$ cat config.mk
export PLATFORM = sky130hd
export DESIGN_NAME = omni_wheel_speed_mixer
export DESIGN_NICKNAME = d
export VERILOG_FILES = /design/src/rtl/core/owsm_pkg.sv /design/src/rtl/core/owsm_ctrl.sv /design/src/rtl/core/owsm_dpath.sv /design/src/rtl/core/omni_wheel_speed_mixer.sv
export SDC_FILE = /design/constraint.sdc
export NUM_CORES = 2
export LEC_CHECK = 0
export ABC_CLOCK_PERIOD_IN_PS = 10400
export BUFFER_PORTS_ARGS = -buffer_cell sky130_fd_sc_hd__buf_2
export CORE_MARGIN = 3
export CORE_UTILIZATION = 40
export DETAILED_ROUTE_END_ITERATION = 10
export SLEW_MARGIN = 20
export SYNTH_ARGS = -nofsm -noshare
export SYNTH_HDL_FRONTEND = slang
export SYNTH_SLANG_ARGS = --single-unit
$ cat constraint.sdc
create_clock -name i_clk -period 10.4 [get_ports i_clk]
set_clock_uncertainty 0.2 [all_clocks]
set_input_delay 1.04 -clock i_clk [delete_from_list [all_inputs] [get_ports i_clk]]
set_output_delay 1.04 -clock i_clk [all_outputs]
set_load 0.01 [all_outputs]
$ cat src/rtl/core/owsm_pkg.sv
// shared types, constants and coefficient helpers for the omni wheel speed mixer
package owsm_pkg;

    // default values for the top-level parameters
    localparam int DEF_FRAC_BITS    = 12;
    localparam int DEF_CORDIC_STEPS = 14;

    // field and datapath widths
    localparam int DATA_W = 16;
    localparam int CW     = 20;
    localparam int COEF_W = 16;
    localparam int PROD_W = CW + COEF_W;
    localparam int ACC_W  = PROD_W + 2;

    // reciprocal of the cordic gain, 32 fraction bits
    localparam longint KINV_Q32 = 64'sd2608131497;

    // product select codes, one per multiplier pass
    localparam logic [1:0] MUL_E33 = 2'd0;
    localparam logic [1:0] MUL_N58 = 2'd1;
    localparam logic [1:0] MUL_E67 = 2'd2;
    localparam logic [1:0] MUL_W33 = 2'd3;

    // input request
    typedef struct packed {
        logic                     func;
        logic signed [DATA_W-1:0] vel_forward;
        logic signed [DATA_W-1:0] vel_sideways;
        logic signed [DATA_W-1:0] turn_rate;
    } t_in_item;

    // output request
    typedef struct packed {
        logic signed [DATA_W-1:0] wheel_one;
        logic signed [DATA_W-1:0] wheel_two;
        logic signed [DATA_W-1:0] wheel_three;
    } t_out_item;

    // controller to datapath commands
    typedef struct packed {
        logic       load_dir;
        logic       clear_dir;
        logic       cordic_step;
        logic       mul_en;
        logic [1:0] mul_sel;
        logic       sum_en;
        logic       store_en;
        logic       load_out;
    } t_dp_cmd;

    // datapath to controller status
    typedef struct packed {
        logic func;
        logic lin_zero;
        logic cmd_zero;
    } t_dp_status;

    // matrix coefficient in hundredths, rounded to frac_bits fraction bits
    function automatic logic signed [COEF_W-1:0] coef_q(input int hundredths,
                                                        input int frac_bits);
        longint v;
        v = ((longint'(hundredths) <<< frac_bits) + 64'sd50) / 100;
        return COEF_W'(v);
    endfunction

    // start value of the rotation pass, gain compensated
    function automatic logic signed [CW-1:0] kinv_q(input int frac_bits);
        longint v;
        v = (KINV_Q32 + (64'sd1 <<< (31 - frac_bits))) >>> (32 - frac_bits);
        return CW'(v);
    endfunction

endpackage

$ cat src/rtl/core/owsm_ctrl.sv
// sequencing state machine and handshake control for the omni wheel speed mixer
module owsm_ctrl
    import owsm_pkg::*;
#(
    parameter int CORDIC_STEPS = DEF_CORDIC_STEPS,
    parameter int STEP_W       = $clog2(CORDIC_STEPS)
) (
    input  logic              i_clk,
    input  logic              i_rst_n,
    input  logic              i_in_valid,
    output logic              o_in_ready,
    output logic              o_out_valid,
    input  logic              i_out_ready,
    input  t_dp_status        i_status,
    output t_dp_cmd           o_cmd,
    output logic [STEP_W-1:0] o_step
);

    localparam logic [2:0] S_IDLE   = 3'd0;
    localparam logic [2:0] S_CORDIC = 3'd1;
    localparam logic [2:0] S_MUL    = 3'd2;
    localparam logic [2:0] S_SUM    = 3'd3;
    localparam logic [2:0] S_FIN    = 3'd4;

    localparam logic [STEP_W-1:0] STEP_LAST = STEP_W'(CORDIC_STEPS - 1);

    logic [2:0]        r_state, n_state;
    logic [STEP_W-1:0] r_cnt, n_cnt;
    logic              r_pending, n_pending;
    logic              r_out_valid, n_out_valid;
    logic              w_accept;

    // take a request only when idle, out of reset and the output slot can take a result
    assign o_in_ready  = i_rst_n && (r_state == S_IDLE) && (!r_out_valid || i_out_ready);
    assign w_accept    = i_in_valid && o_in_ready;
    assign o_out_valid = r_out_valid;
    assign o_step      = r_cnt;

    // next state and commands
    always_comb begin
        n_state     = r_state;
        n_cnt       = r_cnt;
        n_pending   = r_pending;
        n_out_valid = r_out_valid && !i_out_ready;
        o_cmd       = '0;
        case (r_state)
            S_IDLE: begin
                if (w_accept) begin
                    if (i_status.func) begin
                        if (r_pending) begin
                            o_cmd.load_out = 1'b1;
                            n_out_valid    = 1'b1;
                            n_pending      = 1'b0;
                        end
                    end else if (i_status.cmd_zero) begin
                        n_pending = 1'b0;
                    end else if (i_status.lin_zero) begin
                        o_cmd.clear_dir = 1'b1;
                        n_cnt           = '0;
                        n_state         = S_MUL;
                    end else begin
                        o_cmd.load_dir = 1'b1;
                        n_cnt          = '0;
                        n_state        = S_CORDIC;
                    end
                end
            end
            S_CORDIC: begin
                o_cmd.cordic_step = 1'b1;
                if (r_cnt == STEP_LAST) begin
                    n_cnt   = '0;
                    n_state = S_MUL;
                end else begin
                    n_cnt = STEP_W'(r_cnt + 1'b1);
                end
            end
            S_MUL: begin
                o_cmd.mul_en  = 1'b1;
                o_cmd.mul_sel = r_cnt[1:0];
                if (r_cnt[1:0] == MUL_W33) begin
                    n_cnt   = '0;
                    n_state = S_SUM;
                end else begin
                    n_cnt = STEP_W'(r_cnt + 1'b1);
                end
            end
            S_SUM: begin
                o_cmd.sum_en = 1'b1;
                n_state      = S_FIN;
            end
            S_FIN: begin
                o_cmd.store_en = 1'b1;
                n_pending      = 1'b1;
                n_state        = S_IDLE;
            end
            default: begin
                n_state = S_IDLE;
            end
        endcase
    end

    // control registers
    always_ff @(posedge i_clk) begin
        if (!i_rst_n) begin
            r_state     <= S_IDLE;
            r_cnt       <= '0;
            r_pending   <= 1'b0;
            r_out_valid <= 1'b0;
        end else begin
            r_state     <= n_state;
            r_cnt       <= n_cnt;
            r_pending   <= n_pending;
            r_out_valid <= n_out_valid;
        end
    end

`ifndef SYNTHESIS
    // requests are taken only while idle
    a_ready_idle: assert property (@(posedge i_clk) disable iff (!i_rst_n)
        o_in_ready |-> (r_state == S_IDLE))
        else $error("input ready outside idle");

    // a result is only loaded from pending speeds
    a_load_pending: assert property (@(posedge i_clk) disable iff (!i_rst_n)
        o_cmd.load_out |-> r_pending)
        else $error("result loaded without pending speeds");

    // finishing a command leaves speeds pending
    a_fin_pending: assert property (@(posedge i_clk) disable iff (!i_rst_n)
        (r_state == S_FIN) |=> (r_pending && r_state == S_IDLE))
        else $error("command finished without pending speeds");

    // cordic step index stays in range
    a_step_range: assert property (@(posedge i_clk) disable iff (!i_rst_n)
        (r_state == S_CORDIC) |-> (r_cnt <= STEP_LAST))
        else $error("cordic step out of range");

    // a result leaves only when the receiver takes it
    a_out_drop: assert property (@(posedge i_clk) disable iff (!i_rst_n)
        $fell(r_out_valid) |-> $past(i_out_ready))
        else $error("result dropped without acceptance");
`endif

endmodule

$ cat src/rtl/core/owsm_dpath.sv
// cordic normalizer, coefficient multiplier and speed registers of the omni wheel speed mixer
module owsm_dpath
    import owsm_pkg::*;
#(
    parameter int FRAC_BITS    = DEF_FRAC_BITS,
    parameter int CORDIC_STEPS = DEF_CORDIC_STEPS,
    parameter int STEP_W       = $clog2(CORDIC_STEPS)
) (
    input  logic              i_clk,
    input  logic              i_rst_n,
    input  t_in_item          i_in_data,
    input  t_dp_cmd           i_cmd,
    input  logic [STEP_W-1:0] i_step,
    output t_dp_status        o_status,
    output t_out_item         o_out_data
);

    localparam logic signed [COEF_W-1:0] C33  = coef_q(33, FRAC_BITS);
    localparam logic signed [COEF_W-1:0] C58  = coef_q(58, FRAC_BITS);
    localparam logic signed [COEF_W-1:0] C67  = coef_q(67, FRAC_BITS);
    localparam logic signed [CW-1:0]     KINV = kinv_q(FRAC_BITS);
    localparam logic signed [ACC_W-1:0]  HALF = ACC_W'(1) <<< (FRAC_BITS - 1);
    localparam logic signed [ACC_W-1:0]  SAT_HI = ACC_W'(32767);
    localparam logic signed [ACC_W-1:0]  SAT_LO = -ACC_W'(32768);

    logic signed [CW-1:0]     r_x, r_y, r_c, r_s, r_turn;
    logic                     r_flip;
    logic signed [PROD_W-1:0] r_prod [4];
    logic signed [ACC_W-1:0]  r_acc1, r_acc2, r_acc3;
    logic signed [DATA_W-1:0] r_speed1, r_speed2, r_speed3;
    t_out_item                r_out;

    logic signed [CW-1:0]     w_side, w_fwd;
    logic                     w_neg, w_cw;
    logic signed [CW-1:0]     w_xs, w_ys, w_cs, w_ss;
    logic signed [CW-1:0]     w_east, w_north, w_opa;
    logic signed [COEF_W-1:0] w_opb;
    logic signed [ACC_W-1:0]  w_p33e, w_p58n, w_p67e, w_p33w;

    // status from the incoming request
    assign o_status.func     = i_in_data.func;
    assign o_status.lin_zero = (i_in_data.vel_forward == '0) && (i_in_data.vel_sideways == '0);
    assign o_status.cmd_zero = o_status.lin_zero && (i_in_data.turn_rate == '0);

    // fold the linear vector into the right half plane
    assign w_side = CW'(i_in_data.vel_sideways);
    assign w_fwd  = CW'(i_in_data.vel_forward);
    assign w_neg  = i_in_data.vel_sideways[DATA_W-1];

    // one step of vectoring and rotation, sharing the direction decision
    assign w_cw = !r_y[CW-1];
    assign w_xs = r_x >>> i_step;
    assign w_ys = r_y >>> i_step;
    assign w_cs = r_c >>> i_step;
    assign w_ss = r_s >>> i_step;

    always_ff @(posedge i_clk) begin
        if (i_cmd.load_dir) begin
            r_x    <= w_neg ? -w_side : w_side;
            r_y    <= w_neg ? -w_fwd : w_fwd;
            r_c    <= KINV;
            r_s    <= '0;
            r_flip <= w_neg;
            r_turn <= CW'(i_in_data.turn_rate);
        end else if (i_cmd.clear_dir) begin
            r_c    <= '0;
            r_s    <= '0;
            r_flip <= 1'b0;
            r_turn <= CW'(i_in_data.turn_rate);
        end else if (i_cmd.cordic_step) begin
            if (w_cw) begin
                r_x <= r_x + w_ys;
                r_y <= r_y - w_xs;
                r_c <= r_c - w_ss;
                r_s <= r_s + w_cs;
            end else begin
                r_x <= r_x - w_ys;
                r_y <= r_y + w_xs;
                r_c <= r_c + w_ss;
                r_s <= r_s - w_cs;
            end
        end
    end

    // unit direction with the half-plane fold undone
    assign w_east  = r_flip ? -r_c : r_c;
    assign w_north = r_flip ? -r_s : r_s;

    // operand select for the shared multiplier
    always_comb begin
        case (i_cmd.mul_sel)
            MUL_E33: begin
                w_opa = w_east;
                w_opb = C33;
            end
            MUL_N58: begin
                w_opa = w_north;
                w_opb = C58;
            end
            MUL_E67: begin
                w_opa = w_east;
                w_opb = C67;
            end
            MUL_W33: begin
                w_opa = r_turn;
                w_opb = C33;
            end
            default: begin
                w_opa = '0;
                w_opb = '0;
            end
        endcase
    end

    // one product per cycle
    always_ff @(posedge i_clk) begin
        if (i_cmd.mul_en) begin
            r_prod[i_cmd.mul_sel] <= PROD_W'(w_opa * w_opb);
        end
    end

    // matrix row sums
    assign w_p33e = ACC_W'(r_prod[MUL_E33]);
    assign w_p58n = ACC_W'(r_prod[MUL_N58]);
    assign w_p67e = ACC_W'(r_prod[MUL_E67]);
    assign w_p33w = ACC_W'(r_prod[MUL_W33]);

    always_ff @(posedge i_clk) begin
        if (i_cmd.sum_en) begin
            r_acc1 <= w_p33w - w_p33e + w_p58n;
            r_acc2 <= w_p33w - w_p33e - w_p58n;
            r_acc3 <= w_p33w + w_p67e;
        end
    end

    // round to the output scale and clamp
    function automatic logic signed [DATA_W-1:0] finish(input logic signed [ACC_W-1:0] acc);
        logic signed [ACC_W-1:0] v;
        v = (acc + HALF) >>> FRAC_BITS;
        if (v > SAT_HI) begin
            return 16'sh7fff;
        end else if (v < SAT_LO) begin
            return 16'sh8000;
        end
        return DATA_W'(v);
    endfunction

    // stored speeds
    always_ff @(posedge i_clk) begin
        if (!i_rst_n) begin
            r_speed1 <= '0;
            r_speed2 <= '0;
            r_speed3 <= '0;
        end else if (i_cmd.store_en) begin
            r_speed1 <= finish(r_acc1);
            r_speed2 <= finish(r_acc2);
            r_speed3 <= finish(r_acc3);
        end
    end

    // output register
    always_ff @(posedge i_clk) begin
        if (i_cmd.load_out) begin
            r_out.wheel_one   <= r_speed1;
            r_out.wheel_two   <= r_speed2;
            r_out.wheel_three <= r_speed3;
        end
    end

    assign o_out_data = r_out;

endmodule

$ cat src/rtl/core/omni_wheel_speed_mixer.sv
// top level of the omni wheel speed mixer
//
// Inverse kinematics for a three-wheel omni base. The input channel
// (i_in_valid / o_in_ready / i_in_data) takes two kinds of request: a
// velocity command (func = 0) or a publish tick (func = 1). A nonzero
// command normalizes the linear velocity to a unit direction with an
// iterative CORDIC, multiplies (east, north, turn) by the fixed mixing
// matrix and stores three saturated wheel speeds as pending. An all-zero
// command only clears pending. A tick while pending sends the stored
// speeds on the output channel (o_out_valid / i_out_ready / o_out_data).
// A command runs one CORDIC step per cycle, then four passes through the
// shared multiplier, a sum and a rounding step; a pure rotation skips
// the CORDIC. No request is taken until a command is finished. A tick's
// result appears on the output in the cycle after acceptance.
// A waiting result sits in the output register; while the receiver stalls
// no request is taken, so the input is held off until the slot is freed.
// Synchronous reset clears pending, the stored speeds and the output valid.
module omni_wheel_speed_mixer
    import owsm_pkg::*;
#(
    parameter int FRAC_BITS    = DEF_FRAC_BITS,
    parameter int CORDIC_STEPS = DEF_CORDIC_STEPS
) (
    input  logic      i_clk,
    input  logic      i_rst_n,
    input  logic      i_in_valid,
    output logic      o_in_ready,
    input  t_in_item  i_in_data,
    output logic      o_out_valid,
    input  logic      i_out_ready,
    output t_out_item o_out_data
);

    localparam int STEP_W = $clog2(CORDIC_STEPS);

    t_dp_cmd           w_cmd;
    t_dp_status        w_status;
    logic [STEP_W-1:0] w_step;

    // sequencing and handshake control
    owsm_ctrl #(
        .CORDIC_STEPS (CORDIC_STEPS),
        .STEP_W       (STEP_W)
    ) u_ctrl (
        .i_clk       (i_clk),
        .i_rst_n     (i_rst_n),
        .i_in_valid  (i_in_valid),
        .o_in_ready  (o_in_ready),
        .o_out_valid (o_out_valid),
        .i_out_ready (i_out_ready),
        .i_status    (w_status),
        .o_cmd       (w_cmd),
        .o_step      (w_step)
    );

    // arithmetic and storage
    owsm_dpath #(
        .FRAC_BITS    (FRAC_BITS),
        .CORDIC_STEPS (CORDIC_STEPS),
        .STEP_W       (STEP_W)
    ) u_dpath (
        .i_clk      (i_clk),
        .i_rst_n    (i_rst_n),
        .i_in_data  (i_in_data),
        .i_cmd      (w_cmd),
        .i_step     (w_step),
        .o_status   (w_status),
        .o_out_data (o_out_data)
    );

endmodule
==> results.ini <==
[synth]
synth_top_area_cell = edfxtp_1
synth_edf_count = 317
synthSimpleGateAreaFrac_pct = 13.5
synth_xor_area_share_pct = 8.68
synth.avg_cell_area_um2 = 9.55
synth.area.top_cells = edfxtp_1, ha_1, fa_1, xnor2_1, dfxtp_1
synth_top_family_by_area = adder cells
ys.flop_type = edfxtp_1
synth_cell_type_count = 99
synth_compound_area_share_pct = 16.3
async_flop_share_pct = 0
synth.net_count = 4501
synth_most_common_cell = ha_1
ys_seq_area_share_pct = 30.3
syn_inst = 3956
synth_top_area_share_pct = 25.2
ys_ff_latch = 414
synth_area_um2 = 37800
synth_mux_area_share_pct = 6.86
yosys_warnings = 0
synthAdderAreaFrac_pct = 18.8
synth.top_cells.by_count = ha_1, edfxtp_1, inv_1, nor2_1, nand2_1

[setup_path]
critPathMaxFanout = 21
crit_path_start_kind = flop
worst-r2r-cell-count = 29
cp.arrival_ns = 9.15
r2r_start = u_ctrl.r_state[2]$_SDFFE_PN0P_
cp.required_ns = 10.61
slowest_stage = fa_1
r2r_slack_ns = 1.46
timing.rr.end = u_dpath.r_prod[2][34]$_DFFE_PP_
endpoint = u_dpath.r_prod[2][34]$_DFFE_PP_
crit_type = reg -> reg
startpoint = u_ctrl.r_state[2]$_SDFFE_PN0P_
max_stage_delay_ns = 0.59
end_kind = flop

[finish]
multi_input_area_um2 = 24300
area_delta_synth_final_pct = 8.90
drive_gt1_share_pct = 10.1
fin_nets = 4518
antennaDiodeCount = 0
final_area_um2 = 41200
regArea_um2 = 11500
fill_cells = 8931

[floorplan]
die_w_um = 313
start_util_pct = 40.4
pin_count = 103
core-area_um2 = 93500
die_height_um = 313
die_area_um2 = 98200
num_rows = 112

[timing]
setup_tns_ns = 0
slew_violations = 0
setup_viol = 0
post-route-period-util_pct = 86.0
hold_ws_ns = 0.225
timing.fmax_mhz = 112
hold_viol = 0
max-slew-margin-rel_pct = 26.6
worst_pin_slew_ns = 1.09
rsz0062_at_grt = no
post-route-min-period_ns = 8.94

[global_routing]
grt_max_degree = 63
use_met2_pct = 30.8
grt_usage_pct = 19.1
met3_usage_pct = 2.58
antenna_found_initial = 4
overflow = 0
busiest_layer = met2
grt_pass1_wl_um = 153000
grt_pass1_vias = 28076
use_met1_pct = 27.2

[route]
viasPerCell = 5.52
drt-total-wl_um = 95000
wire_per_inst_um = 18.0
drt_iter0_markers = 2001
drt_first_pass_iters = 7
drc = 0
vias = 29088
postRouteAntennaNets = 0

[flow_run]
max_cap_viol_count = 0

[clocking]
clock_latency_ns = 0.63
cts_hold_buffers = 0
cts_sinks = 414
htreeDepth = 2
cts_setup_buffers = 0
cts-root-buf = clkbuf_16
path_clk_slew_ns = 0.06
cts_resized = 0
cts_buffers = 49
cts_buffer_depth = 3
cts_tree = built

[status]
status = complete, no violations

[hold_path]
hp-class = reg -> reg

[place]
io_buffers = 102
gp_congestion = 0.883
place_area_um2 = 39400
hpwlAfterDp_um = 73300

logic make-up after synthesis:
| family | count (synthesis) |
|---|---|
| xor+xnor | 373 |
| fa+ha+maj | 492 |
| flops | 414 |
| buf+inv | 496 |
| compound gates | 960 |
| mux | 151 |
| simple gates | 1070 |
final cells by class:
type                    instances  share of cell area (%)
repair buffers                141                    1.95
clock buffers                  61                    3.44
clock inverters                30                   0.909
flip-flops and latches        414                    27.9
inverters                     321                    2.93
well taps                    1254                    3.81
multi-input cells            3046                    59.1
placed cells by master, fill, tap and decap left out, types with 39 or more instances in the layout:
cell type  netlist  layout
ha_1           364     363
inv_1          317     317
edfxtp_1       317     317
nor2_1         309     307
nand2_1        303     303
a21oi_1        287     287
xnor2_1        247     247
o21ai_0        212     212
fa_1           128     128
xor2_1         125     125
buf_2           18     102
dfxtp_1         97      93
nand3_1         92      92
mux4_2          75      75
nor3_1          70      68
a21o_1          67      67
clkbuf_16        0      54
nand2b_1        50      50
mux2i_1         45      45
a31oi_1         41      40
a211oi_1        39      39
nor2b_1         39      39
buf_4            7      39
per-stage QoR:
| stage | instances | setup WS (ns) | utilization, % |
|---|---|---|---|
| 6_report | 5267 | 1.46 | 44.0 |
| 5_1_grt | 5267 | 0.703 | 44.0 |
| 4_1_cts | 5267 | 1.11 | 44.0 |
| 3_5_place_dp | 5176 | 1.17 | 42.1 |
| 3_3_place_gp | 5176 | 1.31 | 42.1 |
| 2_1_floorplan | 3956 | 1.81 | - |
routing by layer:
layer  part of all wire (%)  up-vias
met5                      0        -
met4                    2.5        0
met3                    5.9      159
met2                     44      822
met1                     47    13820
li1                       -    14287
worst min path at each step:
stage / from / to / slack (ns) / cells past startpoint
3_3_place_gp: u_dpath.r_speed3[6]$_SDFFE_PN0P_ / u_dpath.o_out_data[6]$_DFFE_PP_ / 0.21 / 0
3_5_place_dp: u_dpath.r_speed3[10]$_SDFFE_PN0P_ / u_dpath.o_out_data[10]$_DFFE_PP_ / 0.21 / 0
6_report: u_dpath.r_speed3[10]$_SDFFE_PN0P_ / u_dpath.o_out_data[10]$_DFFE_PP_ / 0.23 / 0
4_1_cts: u_dpath.r_speed3[10]$_SDFFE_PN0P_ / u_dpath.o_out_data[10]$_DFFE_PP_ / 0.23 / 0
2_1_floorplan: u_dpath.r_speed3[0]$_SDFFE_PN0P_ / u_dpath.o_out_data[0]$_DFFE_PP_ / 0.20 / 0
5_1_grt: u_dpath.r_speed3[5]$_SDFFE_PN0P_ / u_dpath.o_out_data[5]$_DFFE_PP_ / 0.23 / 0
worst max-delay path, delay by kind of cell, from the launching register on:
| kind | cells | cell delay [ns] |
|---|---|---|
| and+or+nand+nor | 6 | 1.45 |
| adders and majority gates | 8 | 3.75 |
| DFF | 1 | 0.39 |
| buffers and inverters | 6 | 0.68 |
| xor gates and xnor gates | 1 | 0.27 |
| AOI/OAI and AO/OA | 8 | 1.96 |
registers in the layout, summed over array words and instances, names as in the netlist, 20 cells and up:
register	flops
u_dpath.o_out_data	48
u_dpath.r_y	20
u_dpath.r_x	20
u_dpath.r_acc1	27
u_dpath.r_acc2	27
u_dpath.r_acc3	26
u_dpath.r_c	20
u_dpath.r_prod	132
u_dpath.r_s	20
Power is left out: the tool's default activity adds up to more than one toggle a clock period on the data nets, which glitch-free logic cannot reach.
